File: src/sv/osp_pkg.sv
package osp_pkg;

  localparam int unsigned MAX_SAMPLES_DEF  = 256;
  localparam int unsigned SAMPLE_WIDTH_DEF = 32;

  localparam int unsigned RES_W    = 32;
  localparam int unsigned PCT_W    = 15;
  localparam int unsigned FRAC_W   = 8;
  localparam int unsigned NUM_TAPS = 4;

  localparam logic [PCT_W-1:0] PCT_FULL_Q8  = 15'd25600;
  localparam logic [PCT_W-1:0] PCT_RESET_Q8 = 15'd12800;

  // 75 and 25 percent as fractions in units of 1/256
  localparam logic [FRAC_W-1:0] RANK75_MUL  = 8'd192;
  localparam logic [FRAC_W-1:0] RANK25_MUL  = 8'd64;
  localparam logic [FRAC_W-1:0] MEDIAN_FRAC = 8'd128;

  localparam int unsigned PCT_DIVISOR = 100;
  localparam int unsigned DIV_REM_W   = 7;

  typedef struct packed {
    logic ins;
    logic shl;
  } osp_chain_ctl_t;

endpackage

File: src/sv/osp_cell.sv
module osp_cell import osp_pkg::*; #(
  parameter int unsigned SAMPLE_WIDTH = SAMPLE_WIDTH_DEF
) (
  input  logic                           clk_i,
  input  osp_chain_ctl_t                 ctl_i,
  input  logic                           occ_i,
  input  logic                           tail_i,
  input  logic signed [SAMPLE_WIDTH-1:0] new_i,
  input  logic                           left_gt_i,
  input  logic signed [SAMPLE_WIDTH-1:0] left_data_i,
  input  logic signed [SAMPLE_WIDTH-1:0] right_data_i,
  output logic signed [SAMPLE_WIDTH-1:0] data_o,
  output logic                           gt_o
);

  logic signed [SAMPLE_WIDTH-1:0] data_q, data_d;

  assign gt_o   = occ_i && (data_q > new_i);
  assign data_o = data_q;

  always_comb begin
    data_d = data_q;
    if (ctl_i.ins) begin
      if (left_gt_i) begin
        data_d = left_data_i;
      end else if (gt_o || tail_i) begin
        data_d = new_i;
      end
    end else if (ctl_i.shl) begin
      data_d = right_data_i;
    end
  end

  always_ff @(posedge clk_i) begin
    data_q <= data_d;
  end

endmodule

File: config.mk
export PLATFORM = sky130hd
export DESIGN_NAME = osp_cell
export DESIGN_NICKNAME = d
export VERILOG_FILES = /design/src/sv/osp_pkg.sv /design/src/sv/osp_cell.sv
export SDC_FILE = /design/constraint.sdc
export NUM_CORES = 1
export LEC_CHECK = 0
export ABC_AREA = 1
export BUFFER_PORTS_ARGS = -buffer_cell sky130_fd_sc_hd__buf_2
export CAP_MARGIN = 20
export CORE_MARGIN = 8
export CORE_UTILIZATION = 47
export CTS_BUF_LIST = sky130_fd_sc_hd__clkbuf_8
export DETAILED_ROUTE_END_ITERATION = 6
export PLACE_DENSITY = 0.89
export SLEW_MARGIN = 0
export SYNTH_ARGS = -nofsm -noshare
export SYNTH_HDL_FRONTEND = slang
export SYNTH_SLANG_ARGS = --single-unit
File: constraint.sdc
create_clock -name clk_i -period 3.65 [get_ports clk_i]
set_input_delay 0.1825 -clock clk_i [delete_from_list [all_inputs] [get_ports clk_i]]
set_output_delay 0.1825 -clock clk_i [all_outputs]
set_load 0.01 [all_outputs]
==> results.md <==
- Outcome: completed
- Critical Path RT: between 3000 and 4000 ps
- Slew headroom: a little under a third
- CTS clk-pin slew, worst paths: about 70 ps
- Grt ovf: 0
- Post-synthesis sequential area ratio: 38.65%
- Post-Synth Adder-Cell Area: between 10% and 20%
- Critical Path Start Type: flip-flop
- Crit Path Category: reg2reg
- Max cap viols: 0
- Maximum fanout along the worst path: 18
- Maximum operating frequency: about 380 MHz
- Least-Margin Pin Slew: 1022 ps
- CTS Buf Count: 5
- Drt first pass iters: 4
- Most common cell after layout, fill and taps aside: buf_2
- DRC Markers: 0
- Postcts setup bufs: 0
- Peak VDD IR: approximately 0.16 mV
- Commonest non-fill, non-tap cells in the layout: 134 x buf_2, 69 x nand2_1, 65 x o21ai_0
- TritonCTS sink count: 32
- Final antenna-violating net count: 0
- Post-Synth Simple-Gate Area: about a fifth
- P_leak: around 1.8 nW
- Crit-path max cell delay: roughly 460 ps
- Syn Area/Cell: roughly 7.7 µm²
- Max reg flops: 32
- Mapped Nets: ~460
- Hold Violations, Final: 0
- Die Y: approximately 89 µm
- Diodes inserted: 0
- Vias: around 2.7k
- Die extent in x: around 89 µm
- CTS max path bufs: 2
- Hold buffers post-CTS: 0
- H-tree levels: 2
- Final WL: 7941 µm
- Period utilisation layout: roughly 73%
- XOR/XNOR Fraction of Synth Area: 0%
- Initial antenna violation count: 0
- Crit path buf inv count: 1
- Compound-Gate Fraction of Synth Area: between 10% and 20%
- Gr usage total: between 20% and 30%
- First-pass GRT wire length: about 13000 µm
- Proportion of synthesized area in mux cells: 0%
- #FFs+latches synth: 32
- Power per Cell Area: 323.9 nW/µm²
- Slew Limit Fails: 0
- Count of port buffers added during placement: between 100 and 150
- Largest net degree at the start of global routing: 35
- Core box area: slightly above 5000 µm²
- Layout Nets: roughly 600
- Unrepaired setup endpoints after global routing: false
- Worst skew pair latency: about 280 ps
- Slowest CP cell: a21oi_4
- Arrival time at the worst endpoint: between 2000 and 3000 ps
- Area grow syn2layout: 33.22%
- Overall Power: between 0.001 and 0.0015 W
- Initial Util: roughly half
- CP delay by family, top: compound AO/OA/AOI/OAI gates
- PostCTS Resize Cnt: 0
- Synth warn: 0
- Top Ports: 135
- Most used cell, CP: nand2_1
- Placer Congestion: 0.7951
- Final setup TNS: 0 ps
- Row Count: 26
- Initial DRC count: between 150 and 200
- Fin Hold WS: around 180 ps
- Largest family of logic cells by synthesized area: simple AND/OR/NAND/NOR gates
- Post-DP HPWL: about 6400 µm
- Vias in the first global route: about 2.9k
- Full die area: slightly below 8000 µm²
- Share of layout cells above drive strength 1: between 30% and 40%
- Post-Synthesis Cells: 324
- Setup violators final: 0
- Vias per cell: 5.101
- CTS tree: built
- Synth unique cells: 21
- Critical path cell sequence: ha_1 -> a21oi_1 -> o21ai_0 -> nand2_1 -> nand2_1 -> a21oi_1 -> nand2_1 -> nand2_1 -> nand3_2 -> a21oi_4 -> buf_4
- Root Driver: clkbuf_8
- Minimum clock period: around 2700 ps
- HP Class: in2reg
- Avg WL per Cell: 15.07 µm
- Cell Area, Synth: approximately 2500 µm²
- Worst Setup End Kind: flip-flop
- Final Skew: ~8.1 ps
area by class of cell:
cell class                 instances  area [µm²]
tap                               70       87.58
clock inverter                     3       13.76
clock buffer                       5       68.82
multi-input combinational        236        1323
sequential                        32       960.9
inverter                          44       165.2
fill                             464        1795
timing repair buffer             137       693.2
cells in the mapped netlist:
cell,number,area (µm²)
nor3_1,1,5.000
nand2_1,69,259.0
inv_1,43,161.4
nor2_1,41,153.9
nor2_2,2,12.51
nand4_1,1,6.260
clkbuf_1,12,45.04
ha_1,32,400.4
a21oi_1,14,70.07
nand2_2,1,6.260
edfxtp_1,32,960.9
a21oi_2,1,8.760
a21boi_0,1,7.510
o21ai_1,1,5.000
nand3_2,1,10.01
a21o_1,1,7.510
clkinv_1,1,3.750
nand3_1,2,10.01
o21a_1,2,15.01
o21ai_0,65,325.3
nand4_2,1,12.51
final timing paths:
| kind | from | to | slack [ps] | cells after the start |
|---|---|---|---|---|
| worst max register to register | data_o[27]$_DFFE_PP_ | data_o[11]$_DFFE_PP_ | 990 | 11 |
| worst min register to register | data_o[31]$_DFFE_PP_ | data_o[24]$_DFFE_PP_ | 1100 | 4 |
| worst min-delay path | right_data_i[22] | data_o[22]$_DFFE_PP_ | 180 | 3 |
| worst max-delay path | data_o[27]$_DFFE_PP_ | data_o[11]$_DFFE_PP_ | 990 | 11 |
per-layer routing:
layer	global-route usage, %	vias to the layer above	wire, µm
li1	-	1340	-
met1	21.92	1227	3124
met2	37.87	102	4165
met3	4.735	19	482
met4	7.834	0	169
met5	0	-	0
worst reg2reg max path, cell delays in order (launching register included):
cell and delay (ps):
edfxtp_1 410, ha_1 300, a21oi_1 150, o21ai_0 120, nand2_1 80, nand2_1 50, a21oi_1 150, nand2_1 70
nand2_1 70, nand3_2 100, a21oi_4 460, buf_4 370
cell families (layout without fill, tap and decap cells):
| logic type | Yosys count | after routing |
|---|---|---|
| compound gates | 85 | 85 |
| fa+ha+maj | 32 | 32 |
| buf+inv | 56 | 189 |
| flops | 32 | 32 |
| simple gates | 119 | 119 |
report_power, final:
group	total [W]	switching [W]	internal (W)
clock	0.000265	0.000136	0.000129
sequential	0.000475	0.0000207	0.000455
combinational	0.000332	0.000190	0.000142
total	0.00107	0.000347	0.000726
per-stage QoR:
stage                     instance area [µm²]  worst slack [ps]  utilization, %  instances
after CTS                                3312             997.3           64.85        527
after global routing                     3312             739.9           64.85        527
final                                    3312             994.5           64.85        527
after floorplan                          2486             872.1               -        324
after detailed placement                 3229              1001           63.23        519
after global placement                   3229              1056           63.23        519
No activity file was read; power rests on OpenSTA's default activity.
