## src/sv/osp_pkg.sv

```systemverilog
package osp_pkg;

  localparam int unsigned MAX_SAMPLES_DEF  = 256;
  localparam int unsigned SAMPLE_WIDTH_DEF = 32;

  localparam int unsigned RES_W    = 32;
  localparam int unsigned PCT_W    = 15;
  localparam int unsigned FRAC_W   = 8;
  localparam int unsigned NUM_TAPS = 4;

  localparam logic [PCT_W-1:0] PCT_FULL_Q8  = 15'd25600;
  localparam logic [PCT_W-1:0] PCT_RESET_Q8 = 15'd12800;

  // 75 and 25 percent as fractions in units of 1/256
  localparam logic [FRAC_W-1:0] RANK75_MUL  = 8'd192;
  localparam logic [FRAC_W-1:0] RANK25_MUL  = 8'd64;
  localparam logic [FRAC_W-1:0] MEDIAN_FRAC = 8'd128;

  localparam int unsigned PCT_DIVISOR = 100;
  localparam int unsigned DIV_REM_W   = 7;

  typedef struct packed {
    logic ins;
    logic shl;
  } osp_chain_ctl_t;

endpackage

```

## src/sv/osp_div.sv

```systemverilog
module osp_div import osp_pkg::*; #(
  parameter int unsigned DIVIDEND_W = 23,
  parameter int unsigned QUOT_W     = 16
) (
  input  logic                  clk_i,
  input  logic                  rst_ni,
  input  logic                  start_i,
  input  logic [DIVIDEND_W-1:0] dividend_i,
  output logic                  done_o,
  output logic [QUOT_W-1:0]     quot_o
);

  // x / 100 as x * ceil(2^SHIFT / 100) >> SHIFT, exact for any x below 2^DIVIDEND_W
  localparam int unsigned SHIFT   = DIVIDEND_W + DIV_REM_W;
  localparam int unsigned RECIP_W = DIVIDEND_W + 1;
  localparam int unsigned PROD_W  = DIVIDEND_W + RECIP_W;
  localparam logic [RECIP_W-1:0] RECIP =
    RECIP_W'(((64'd1 << SHIFT) + 64'(PCT_DIVISOR) - 64'd1) / 64'(PCT_DIVISOR));

  logic                  load_q, done_q;
  logic [DIVIDEND_W-1:0] dvd_q;
  logic [PROD_W-1:0]     prod_q;

  always_ff @(posedge clk_i or negedge rst_ni) begin
    if (!rst_ni) begin
      load_q <= 1'b0;
      done_q <= 1'b0;
    end else begin
      load_q <= start_i;
      done_q <= load_q;
    end
  end

  always_ff @(posedge clk_i) begin
    if (start_i) begin
      dvd_q <= dividend_i;
    end
    if (load_q) begin
      prod_q <= PROD_W'(dvd_q) * PROD_W'(RECIP);
    end
  end

  assign done_o = done_q;
  assign quot_o = prod_q[SHIFT +: QUOT_W];

endmodule

```

## config.mk

```make
export PLATFORM = sky130hd
export DESIGN_NAME = osp_div
export DESIGN_NICKNAME = d
export VERILOG_FILES = /design/src/sv/osp_pkg.sv /design/src/sv/osp_div.sv
export SDC_FILE = /design/constraint.sdc
export NUM_CORES = 1
export LEC_CHECK = 0
export BUFFER_PORTS_ARGS = -buffer_cell sky130_fd_sc_hd__buf_2
export CORE_ASPECT_RATIO = 1.1
export CORE_MARGIN = 2
export CORE_UTILIZATION = 50
export CTS_BUF_LIST = sky130_fd_sc_hd__clkbuf_8
export DETAILED_ROUTE_END_ITERATION = 7
export PLACE_DENSITY = 0.69
export SETUP_SLACK_MARGIN = 0.5
export SLEW_MARGIN = 20
export SYNTH_ARGS = -nofsm -noshare
export SYNTH_HDL_FRONTEND = slang
export SYNTH_SLANG_ARGS = --single-unit
```

## constraint.sdc

```tcl
create_clock -name clk_i -period 11.8 [get_ports clk_i]
set_clock_uncertainty 0.1 [all_clocks]
set_input_delay 0.59 -clock clk_i [delete_from_list [all_inputs] [get_ports clk_i]]
set_output_delay 0.59 -clock clk_i [all_outputs]
set_load 0.02 [all_outputs]
```

==> results of run 1 <==
==> kinds of logic (layout without fill, tap and decap cells) <==
| kind of cell | count (synthesis) | in the layout | synth area share |
|---|---|---|---|
| XOR/XNOR | 22 | 22 | 0.01807 |
| adder cells (fa/ha/maj) | 434 | 434 | 0.6459 |
| AND/OR/NAND/NOR | 79 | 79 | 0.03791 |
| flip-flops | 41 | 41 | 0.1145 |
| AO/OA/AOI/OAI | 109 | 109 | 0.07229 |
| buffers and inverters | 312 | 360 | 0.1113 |
==> flip-flops by register name (all words and copies together) (netlist names) <==
register  count
done_o        1
dvd_q        23
prod_q       16
load_q        1
==> per-layer routing <==
metal,up-vias,wire [um],global-route usage
met2,217,11730,0.3953
met3,48,1776,0.05872
met4,0,724,0.06816
met1,3408,11300,0.3481
met5,-,0,0
li1,3250,-,-
==> layout make-up <==
type / instances / share of cell area
timing repair buffer: 43 / 0.01940
clock buffer: 5 / 0.006062
tap: 290 / 0.03196
inverter: 309 / 0.1022
multi-input combinational: 644 / 0.7271
sequential: 41 / 0.1076
clock inverter: 3 / 0.005731
==> timing repair <==
item / CTS / global route
hold buffers: 1 / 0
hold endpoints to repair: 2 / 0
endpoints found under the setup margin: 0 / 0
==> stage by stage <==
stage                       util  instances  hold slack, ns  setup slack, ns
final                     0.5365       1335          0.3096            5.022
after global routing      0.5365       1335          0.3011            4.675
after CTS                 0.5365       1335          0.3021            5.027
after detailed placement  0.5297       1326          0.2787            5.065
after global placement    0.5297       1326          0.2747            5.110
after floorplan                -        997          0.1944            5.637
==> layout by cell type (no fill, tap or decap), types with 2 or more instances in the layout <==
master | Yosys | routed
dfrtp_1 | 2 | 2
ha_1 | 240 | 240
nor2b_1 | 5 | 5
o211ai_1 | 4 | 4
o31ai_1 | 2 | 2
a21o_1 | 22 | 22
fa_1 | 194 | 194
o221ai_1 | 2 | 2
inv_1 | 309 | 309
xor2_1 | 6 | 6
nor2_1 | 15 | 15
a31oi_1 | 5 | 5
a21oi_2 | 2 | 2
and3_1 | 6 | 6
bufinv_16 | 0 | 2
o21ai_0 | 10 | 10
nor3_1 | 3 | 3
o21bai_1 | 3 | 3
a31o_2 | 2 | 2
nand2b_1 | 2 | 2
nand2_1 | 16 | 16
a211oi_2 | 2 | 2
xnor2_1 | 16 | 16
a211oi_1 | 3 | 3
o21a_1 | 6 | 6
a21oi_1 | 27 | 27
clkbuf_8 | 1 | 5
buf_2 | 1 | 42
o21ai_1 | 2 | 2
edfxtp_1 | 39 | 39
or2_2 | 2 | 2
a211o_1 | 3 | 3
and2_1 | 2 | 2
a311oi_1 | 4 | 4
nand4_1 | 7 | 7
nand3_1 | 17 | 17
==> how the worst min path moves through the flow <==
stage               slack (ns)  endpoint     startpoint
detailed placement        0.28    done_o         rst_ni
global route              0.30  dvd_q[0]  dividend_i[0]
finish                    0.31  dvd_q[2]  dividend_i[2]
floorplan                 0.19    done_o         rst_ni
global placement          0.27    done_o         rst_ni
CTS                       0.30  dvd_q[0]  dividend_i[0]
==> flow_metrics.env, run 1 <==
export IMPL_grt_pass1_wl_um=41830
export IMPL_port_buffers=42
export IMPL_critPathRequiredTime_ns=11.78
export IMPL_synthArstFlopShare=0.04878
export IMPL_multi_input_area_um2=8254
export IMPL_whs_path_depth=1
export IMPL_place_area_um2=11210
export IMPL_num_vias=6923
export IMPL_crit_top_cell="fa_1"
export IMPL_wl_um=25520
export IMPL_cp_num_buf_inv=4
export IMPL_cap_violations=0
export IMPL_fillers=1900
export IMPL_vias_per_cell=5.186
export IMPL_design_area_um2=11350
export IMPL_wl_per_cell_um=19.12
export IMPL_num_rows=56
export IMPL_tritoncts="built"
export IMPL_coreArea_um2=21160
export IMPL_synth_ff_type="edfxtp_1"
export IMPL_synth_top_cell_by_area="fa_1"
export IMPL_critPathKind="reg -> reg"
export IMPL_end_kind="register"
export IMPL_clock_sinks=41
export IMPL_start_util=0.5038
export IMPL_cts_buffer_depth=2
export IMPL_critPathMaxFanout=7
export IMPL_antenna_found_initial=0
export IMPL_yosys_register_bits=41
export IMPL_grtUsageTotal=0.2502
export IMPL_reg2reg_from="dvd_q[7]"
export IMPL_synth_avg_cell_area_um2=10.69
export IMPL_cts_made_buffers=5
export IMPL_cp_startpoint="dvd_q[7]"
export IMPL_antenna_left=0
export IMPL_outcome="complete, no violations"
export IMPL_netlist_area_um2=10660
export IMPL_regToRegSetupSlack_ns=5.02
export IMPL_synth_top_area_frac=0.3643
export IMPL_critPathArrivalTime_ns=6.76
export IMPL_h_tree_depth=2
export IMPL_grt_pass1_vias=7668
export IMPL_tightest_slew_ns=0.7730
export IMPL_seq_area_um2=1221
export IMPL_clock_latency_ns=0.34
export IMPL_cts_resized_gates=0
export IMPL_cts_root_buf="clkbuf_8"
export IMPL_cp_top_family="adder cells"
export IMPL_cp_slowest_stage_delay_ns=0.66
export IMPL_num_antenna_cells=0
export IMPL_layout_drive_gt1_share=0.06220
export IMPL_cp_cell_sequence="inv_1 > fa_1 > fa_1 > fa_1 > inv_1 > fa_1 > fa_1 > fa_1 > inv_1 > fa_1 > inv_1 > ha_1 > a21oi_1 > nor2_1 > o21ai_0 > nor2b_1 > a21oi_1 > a211oi_2 > o221ai_1 > xor2_1"
export IMPL_start_kind="register"
export IMPL_first_pass_iters=4
export IMPL_nets=1504
export IMPL_die_area_um2=22510
export IMPL_slowest_stage="edfxtp_1"
export IMPL_hold_class="in -> reg"
export IMPL_postCtsSetupBuffers=0
export IMPL_cp_num_cells=20
export IMPL_reg2regPathDepth=20
export IMPL_ys_seq_area_frac=0.1145
export IMPL_synth_cells=997
export IMPL_overflow=0
export IMPL_max_freq_mhz=147.5
export IMPL_synth_nets=1457
export IMPL_rsz0062_at_grt="false"
export IMPL_yosysMostFrequentCell="inv_1"
export IMPL_finalMaxSlewViolations=0
export IMPL_dpl_hpwl_um=22520
export IMPL_area_growth_pct=6.478
export IMPL_drc=0
export IMPL_rr_endpoint="prod_q[42]"
export IMPL_min_period_over_period=0.5744
export IMPL_hold_viol=0
export IMPL_synth_area_leaders="fa_1 36%, ha_1 28%, edfxtp_1 11%"
export IMPL_place_gp_congestion=0.9606
export IMPL_path_clk_slew_ns=0.12
export IMPL_yosys_top_cells_count="309 x inv_1, 240 x ha_1, 194 x fa_1"
export IMPL_ys_types=50
export IMPL_synth_edf_count=39
export IMPL_drt_iter0_markers=285
export IMPL_yosys_warnings=0
export IMPL_period_minus_slack_ns=6.778
export IMPL_boundaryPins=43
export IMPL_grt_max_degree=25
export IMPL_die_w_um=143.2
export IMPL_fin_tns_setup_ns=0
export IMPL_crit_end="prod_q[42]"
export IMPL_die_h_um=157.2
export IMPL_report_final_setup_viol=0
export IMPL_slew_headroom=0.4846
Power of run 1 is not shown: default switching activity piles up to over one toggle a cycle in this logic, so the estimate is an artifact.
==> run 2: changes to the inputs <==
==> constraint.sdc (replaced) <==
create_clock -name clk_i -period 6.5 [get_ports clk_i]
set_clock_uncertainty 0.1 [all_clocks]
set_input_delay 0.325 -clock clk_i [delete_from_list [all_inputs] [get_ports clk_i]]
set_output_delay 0.325 -clock clk_i [all_outputs]
set_load 0.02 [all_outputs]
==> run 2 against run 1 <==
Against the previous run: core utilization increased by 5.0 points; via count grew 5.0%; die area is the same; register-to-register slack got worse by 4.8 ns; global-route usage rose by 0.73 points; clock-buffer cell count did not move; first-iteration DRC count increased by 22%; sequential share of layout area down 0.93 points; critical path depth is 1 higher; largest cell class unchanged.
==> flow_metrics.env, run 2 (synthesis gave the netlist of run 1 again) <==
export IMPL_fin_tns_setup_ns=0
export IMPL_clock_latency_ns=0.35
export IMPL_critPathRequiredTime_ns=6.49
export IMPL_largest_reg_flops=23
export IMPL_wl_per_cell_um=19.03
export IMPL_hold_class="in -> reg"
export IMPL_whs_path_depth=1
export IMPL_worstHoldStart="dividend_i[1]"
export IMPL_h_tree_depth=2
export IMPL_tritoncts="built"
export IMPL_period_minus_slack_ns=6.317
export IMPL_hold_end="dvd_q[1]"
export IMPL_reg2regPathDepth=21
export IMPL_rr_endpoint="prod_q[36]"
export IMPL_nets=1579
export IMPL_min_period_over_period=0.9719
export IMPL_cts_made_buffers=5
export IMPL_path_clk_slew_ns=0.12
export IMPL_max_freq_mhz=158.3
export IMPL_cts_buffer_depth=2
export IMPL_cap_violations=0
export IMPL_start_util=0.5038
export IMPL_layout_commonest_cell="inv_1"
export IMPL_num_vias=7271
export IMPL_slowest_stage="fa_1"
export IMPL_reg2reg_from="dvd_q[11]"
export IMPL_layout_drive_gt1_share=0.1982
export IMPL_report_final_setup_viol=0
export IMPL_drc=0
export IMPL_cp_cell_sequence="ha_1 > ha_1 > inv_1 > fa_1 > inv_1 > fa_1 > fa_1 > fa_1 > inv_2 > fa_1 > inv_2 > ha_4 > and3_4 > nand4_1 > buf_4 > buf_6 > nor3_4 > a21oi_2 > a22oi_2 > a31oi_1 > xnor2_1"
export IMPL_grt_pass1_wl_um=42900
export IMPL_design_area_um2=12420
export IMPL_antenna_left=0
export IMPL_rsz0062_at_grt="true"
export IMPL_clock_sinks=41
export IMPL_tightest_slew_ns=0.7793
export IMPL_crit_top_cell="fa_1"
export IMPL_grt_max_degree=25
export IMPL_boundaryPins=43
export IMPL_critPathArrivalTime_ns=6.30
export IMPL_first_pass_iters=5
export IMPL_place_gp_congestion=1.008
export IMPL_outcome="complete, no violations"
export IMPL_antenna_found_initial=0
export IMPL_port_buffers=42
export IMPL_overflow=0
export IMPL_area_growth_pct=16.50
export IMPL_vias_per_cell=5.157
export IMPL_grtUsageTotal=0.2574
export IMPL_num_rows=56
export IMPL_cp_slowest_stage_delay_ns=0.56
export IMPL_critPathMaxFanout=4
export IMPL_slew_headroom=0.4805
export IMPL_start_kind="register"
export IMPL_end_kind="register"
export IMPL_dpl_hpwl_um=23350
export IMPL_die_h_um=157.2
export IMPL_grt_pass1_vias=7807
export IMPL_finalMaxSlewViolations=0
export IMPL_coreArea_um2=21160
export IMPL_dp_cells=1354
export IMPL_num_antenna_cells=0
export IMPL_layout_common_cells="292 x inv_1, 221 x ha_1, 181 x fa_1"
export IMPL_wl_um=26840
export IMPL_critPathKind="reg -> reg"
export IMPL_regToRegSetupSlack_ns=0.18
export IMPL_die_w_um=143.2
export IMPL_cp_top_family="adder cells"
export IMPL_cp_num_buf_inv=6
export IMPL_die_area_um2=22510
export IMPL_hold_viol=0
export IMPL_cts_root_buf="clkbuf_8"
export IMPL_biggestRegsByFlops="dvd_q x23, prod_q x16"
export IMPL_final_cells=1410
export IMPL_place_area_um2=11490
export IMPL_drt_iter0_markers=347
export IMPL_top_register="dvd_q"
-- run 2: cell types whose count changed in the layout (fill, tap and decap cells not counted), sizes merged --
cell	previous run	this run
buf	42	117
-- run 2: how the worst max path moves through the flow --
| stage | depth (start not counted) | endpoint | slack [ns] | from |
|---|---|---|---|---|
| floorplan | 21 | prod_q[42] | 0.49 | dvd_q[6] |
| global placement | 20 | prod_q[43] | 0.03 | dvd_q[2] |
| detailed placement | 20 | prod_q[43] | -0.07 | dvd_q[5] |
| CTS | 24 | prod_q[43] | 0.19 | dvd_q[5] |
| global route | 25 | prod_q[45] | 0.008 | dvd_q[5] |
| finish | 21 | prod_q[36] | 0.18 | dvd_q[11] |
-- run 2: worst register-to-register path: stages, from the launching register on --
cell	delay, ns
edfxtp_1	0.55
ha_1	0.46
ha_1	0.34
inv_1	0.06
fa_1	0.49
inv_1	0.06
fa_1	0.56
fa_1	0.54
fa_1	0.55
inv_2	0.05
fa_1	0.55
inv_2	0.05
ha_4	0.30
and3_4	0.18
nand4_1	0.12
buf_4	0.17
buf_6	0.12
nor3_4	0.17
a21oi_2	0.09
a22oi_2	0.26
a31oi_1	0.15
xnor2_1	0.16
-- run 2: layer usage --
metal	GRT usage	up-vias	share of wire
li1	-	3409	-
met3	0.04776	38	0.049
met2	0.4142	184	0.48
met5	0	-	0
met1	0.3589	3640	0.45
met4	0.07236	0	0.027
-- run 2: metrics by stage --
stage                     utilization  hold WS, ns  worst slack (ns)
after floorplan                     -     -0.07059            0.4881
after global placement         0.5430     0.009040           0.02576
after detailed placement       0.5430      0.01087          -0.07310
after CTS                      0.5698      0.04125            0.1899
after global routing           0.5870      0.04150          0.007618
final                          0.5870      0.04079            0.1827
-- run 2: final cells by class --
type | count | area (um2)
timing repair buffer | 118 | 802.0
clock buffer | 5 | 68.82
fill | 1814 | 8740
tap | 290 | 362.8
clock inverter | 3 | 65.06
inverter | 309 | 1160
multi-input combinational | 644 | 8741
sequential | 41 | 1221
-- run 2: timing repair --
item                                    4_1_cts  5_1_grt
buffers inserted                             31       16
hold endpoints to repair                      2        0
hold buffers                                  1        0
gates cloned                                  0        0
endpoints found under the setup margin       16       16
pin swaps                                    35       43
gates resized for setup                      46       50
Power of run 2 is left out for the same reason.
==> run 3: changes to the inputs <==
--- a/config.mk
+++ b/config.mk
@@ -5,6 +5,7 @@
 export SDC_FILE = /design/constraint.sdc
 export NUM_CORES = 1
 export LEC_CHECK = 0
+export ABC_AREA = 1
 export BUFFER_PORTS_ARGS = -buffer_cell sky130_fd_sc_hd__buf_2
 export CORE_ASPECT_RATIO = 1.1
 export CORE_MARGIN = 2
==> constraint.sdc (replaced) <==
create_clock -name clk_i -period 7.97 [get_ports clk_i]
set_clock_uncertainty 0.1 [all_clocks]
set_input_delay 0.3985 -clock clk_i [delete_from_list [all_inputs] [get_ports clk_i]]
set_output_delay 0.3985 -clock clk_i [all_outputs]
set_load 0.02 [all_outputs]
==> run 3 against run 2 <==
Against the previous run: flip-flop and latch count unchanged; fmax down 2.4%; worst hold slack better by 0.073 ns; core utilization down 4.8 points; non-clock buffer count down 75; register-to-register slack better by 1.3 ns; largest cell class unchanged; global-route usage up 1.1 points.
==> flow_metrics.env, run 3 <==
export IMPL_outcome="complete, no violations"
export IMPL_die_w_um=151.4
export IMPL_critPathMaxFanout=7
export IMPL_path_clk_slew_ns=0.13
export IMPL_fillers=2183
export IMPL_drt_iter0_markers=523
export IMPL_synth_avg_cell_area_um2=8.433
export IMPL_synth_top_family_by_area="adder cells"
export IMPL_h_tree_depth=2
export IMPL_num_rows=59
export IMPL_synth_top_area_frac=0.3250
export IMPL_hold_viol=0
export IMPL_max_freq_mhz=154.6
export IMPL_boundaryPins=43
export IMPL_critPathRequiredTime_ns=7.97
export IMPL_reg2reg_from="dvd_q[5]"
export IMPL_largest_reg_flops=23
export IMPL_rr_endpoint="prod_q[32]"
export IMPL_synth_top_cell_by_area="fa_1"
export IMPL_seq_area_um2=1221
export IMPL_start_util=0.5074
export IMPL_synthArstFlopShare=0.04878
export IMPL_critPathKind="reg -> reg"
export IMPL_yosys_register_bits=41
export IMPL_period_minus_slack_ns=6.470
export IMPL_yosys_warnings=0
export IMPL_ys_types=29
export IMPL_wl_per_cell_um=17.42
export IMPL_coreArea_um2=23550
export IMPL_reg2regPathDepth=21
export IMPL_synth_cells=1417
export IMPL_vias_per_cell=4.938
export IMPL_place_gp_congestion=0.9898
export IMPL_yosys_top_cells_count="440 x inv_1, 288 x nand2_1, 240 x ha_1"
export IMPL_ys_seq_area_frac=0.1022
export IMPL_cts_buffer_depth=2
export IMPL_rsz0062_at_grt="false"
export IMPL_overflow=0
export IMPL_tightest_slew_ns=0.7084
export IMPL_whs_path_depth=1
export IMPL_multi_input_area_um2=9054
export IMPL_port_buffers=42
export IMPL_first_pass_iters=5
export IMPL_synth_edf_count=39
export IMPL_postCtsSetupBuffers=0
export IMPL_area_growth_pct=6.188
export IMPL_fin_tns_setup_ns=0
export IMPL_netlist_area_um2=11950
export IMPL_grtUsageTotal=0.2682
export IMPL_yosysMostFrequentCell="inv_1"
export IMPL_nets=1927
export IMPL_report_final_setup_viol=0
export IMPL_dpl_hpwl_um=27580
export IMPL_critPathArrivalTime_ns=6.47
export IMPL_layout_commonest_cell="inv_1"
export IMPL_worstHoldStart="dividend_i[13]"
export IMPL_num_vias=8755
export IMPL_die_area_um2=25150
export IMPL_layout_drive_gt1_share=0.05450
export IMPL_clock_sinks=41
export IMPL_layout_common_cells="440 x inv_1, 288 x nand2_1, 240 x ha_1"
export IMPL_cts_resized_gates=0
export IMPL_grt_max_degree=25
export IMPL_synth_simple_area_share=0.1519
export IMPL_die_h_um=166.1
export IMPL_grt_pass1_vias=9383
export IMPL_synthAdderAreaFrac=0.5763
export IMPL_cap_violations=0
export IMPL_grt_pass1_wl_um=50100
export IMPL_clock_latency_ns=0.35
export IMPL_synth_nets=1877
export IMPL_antenna_found_initial=0
export IMPL_wl_um=30890
export IMPL_min_period_over_period=0.8118
export IMPL_synthMuxAreaShare=0
export IMPL_antenna_left=0
export IMPL_post_route_util=0.5388
export IMPL_num_antenna_cells=0
export IMPL_end_kind="register"
export IMPL_top_register="dvd_q"
export IMPL_regToRegSetupSlack_ns=1.50
export IMPL_cts_root_buf="clkbuf_8"
export IMPL_synth_area_leaders="fa_1 33%, ha_1 25%, inv_1 14%"
export IMPL_slew_headroom=0.5241
export IMPL_hold_end="dvd_q[13]"
export IMPL_biggestRegsByFlops="dvd_q x23, prod_q x16"
export IMPL_cts_made_buffers=5
export IMPL_tritoncts="built"
export IMPL_start_kind="register"
export IMPL_finalMaxSlewViolations=0
export IMPL_yosys_area_share_xor_xnor=0.005131
export IMPL_hold_class="in -> reg"
export IMPL_synth_compound_area_frac=0.02429
export IMPL_synth_ff_type="edfxtp_1"
export IMPL_drc=0
run 3: cell types whose count changed in the layout (fill, tap and decap cells not counted), moves of 15 or more:
cell / before / now
nand2_1: 15 / 288
ha_1: 221 / 240
inv_1: 292 / 440
a21o_1: 22 / 2
ha_4: 17 / 0
buf_4: 70 / 0
nor2_1: 11 / 69
nand3_1: 15 / 30
run 3: final cells by class:
| type | instances | share of cell area |
|---|---|---|
| sequential | 41 | 0.09624 |
| clock inverter | 3 | 0.005424 |
| timing repair buffer | 43 | 0.01736 |
| tap | 305 | 0.03008 |
| inverter | 446 | 0.1319 |
| clock buffer | 5 | 0.005424 |
| multi-input combinational | 930 | 0.7135 |
run 3: how the worst max path moves through the flow:
stage,from,to,slack [ns],depth (start not counted)
after floorplan,dvd_q[6],prod_q[43],2.37,23
after global placement,dvd_q[5],prod_q[40],1.65,21
after detailed placement,dvd_q[5],prod_q[32],1.60,21
after CTS,dvd_q[5],prod_q[32],1.54,21
after global routing,dvd_q[5],prod_q[32],1.25,21
final,dvd_q[5],prod_q[32],1.50,21
run 3: critical path, stage by stage, from the launching register on:
cell and delay (ns):
edfxtp_1 0.61, inv_1 0.17, fa_1 0.51, fa_1 0.51, fa_1 0.49, inv_1 0.07, fa_1 0.50, fa_1 0.59
fa_1 0.52, inv_1 0.05, fa_1 0.49, inv_1 0.05, ha_1 0.30, nand2_1 0.12, nor2_1 0.33, nand2_1 0.14
nor2_1 0.13, nand3_1 0.09, nand3_1 0.19, nand2_1 0.11, nand3_1 0.09, nand2_1 0.06
run 3: repair_timing:
item,CTS,global route
hold endpoints to repair,2,0
endpoints found under the setup margin,0,0
hold buffers,1,0
run 3: layer usage:
metal / track usage / up-vias / wire [um]
met1: 0.3510 / 4157 / 12940
met3: 0.04093 / 65 / 1516
met5: 0 / - / 0
met4: 0.1097 / 0 / 1434
li1: - / 4309 / -
met2: 0.4432 / 224 / 15010
run 3: cell families (layout without fill, tap and decap cells):
group | count (synthesis) | count (layout)
buffers and inverters | 446 | 497
and+or+nand+nor | 436 | 436
adders and majority gates | 434 | 434
AOI/OAI and AO/OA | 53 | 53
DFF | 41 | 41
xor gates and xnor gates | 7 | 7
run 3: stage by stage:
stage / area [um2] / hold slack (ns) / setup WS, ns / cells
finish: 12690 / 0.1135 / 1.500 / 1773
global route: 12690 / 0.1023 / 1.250 / 1773
CTS: 12690 / 0.09471 / 1.538 / 1773
detailed placement: 12540 / 0.09181 / 1.605 / 1764
global placement: 12540 / 0.08412 / 1.654 / 1764
floorplan: 11950 / 0.002909 / 2.366 / 1417
Power of run 3 is left out for the same reason.
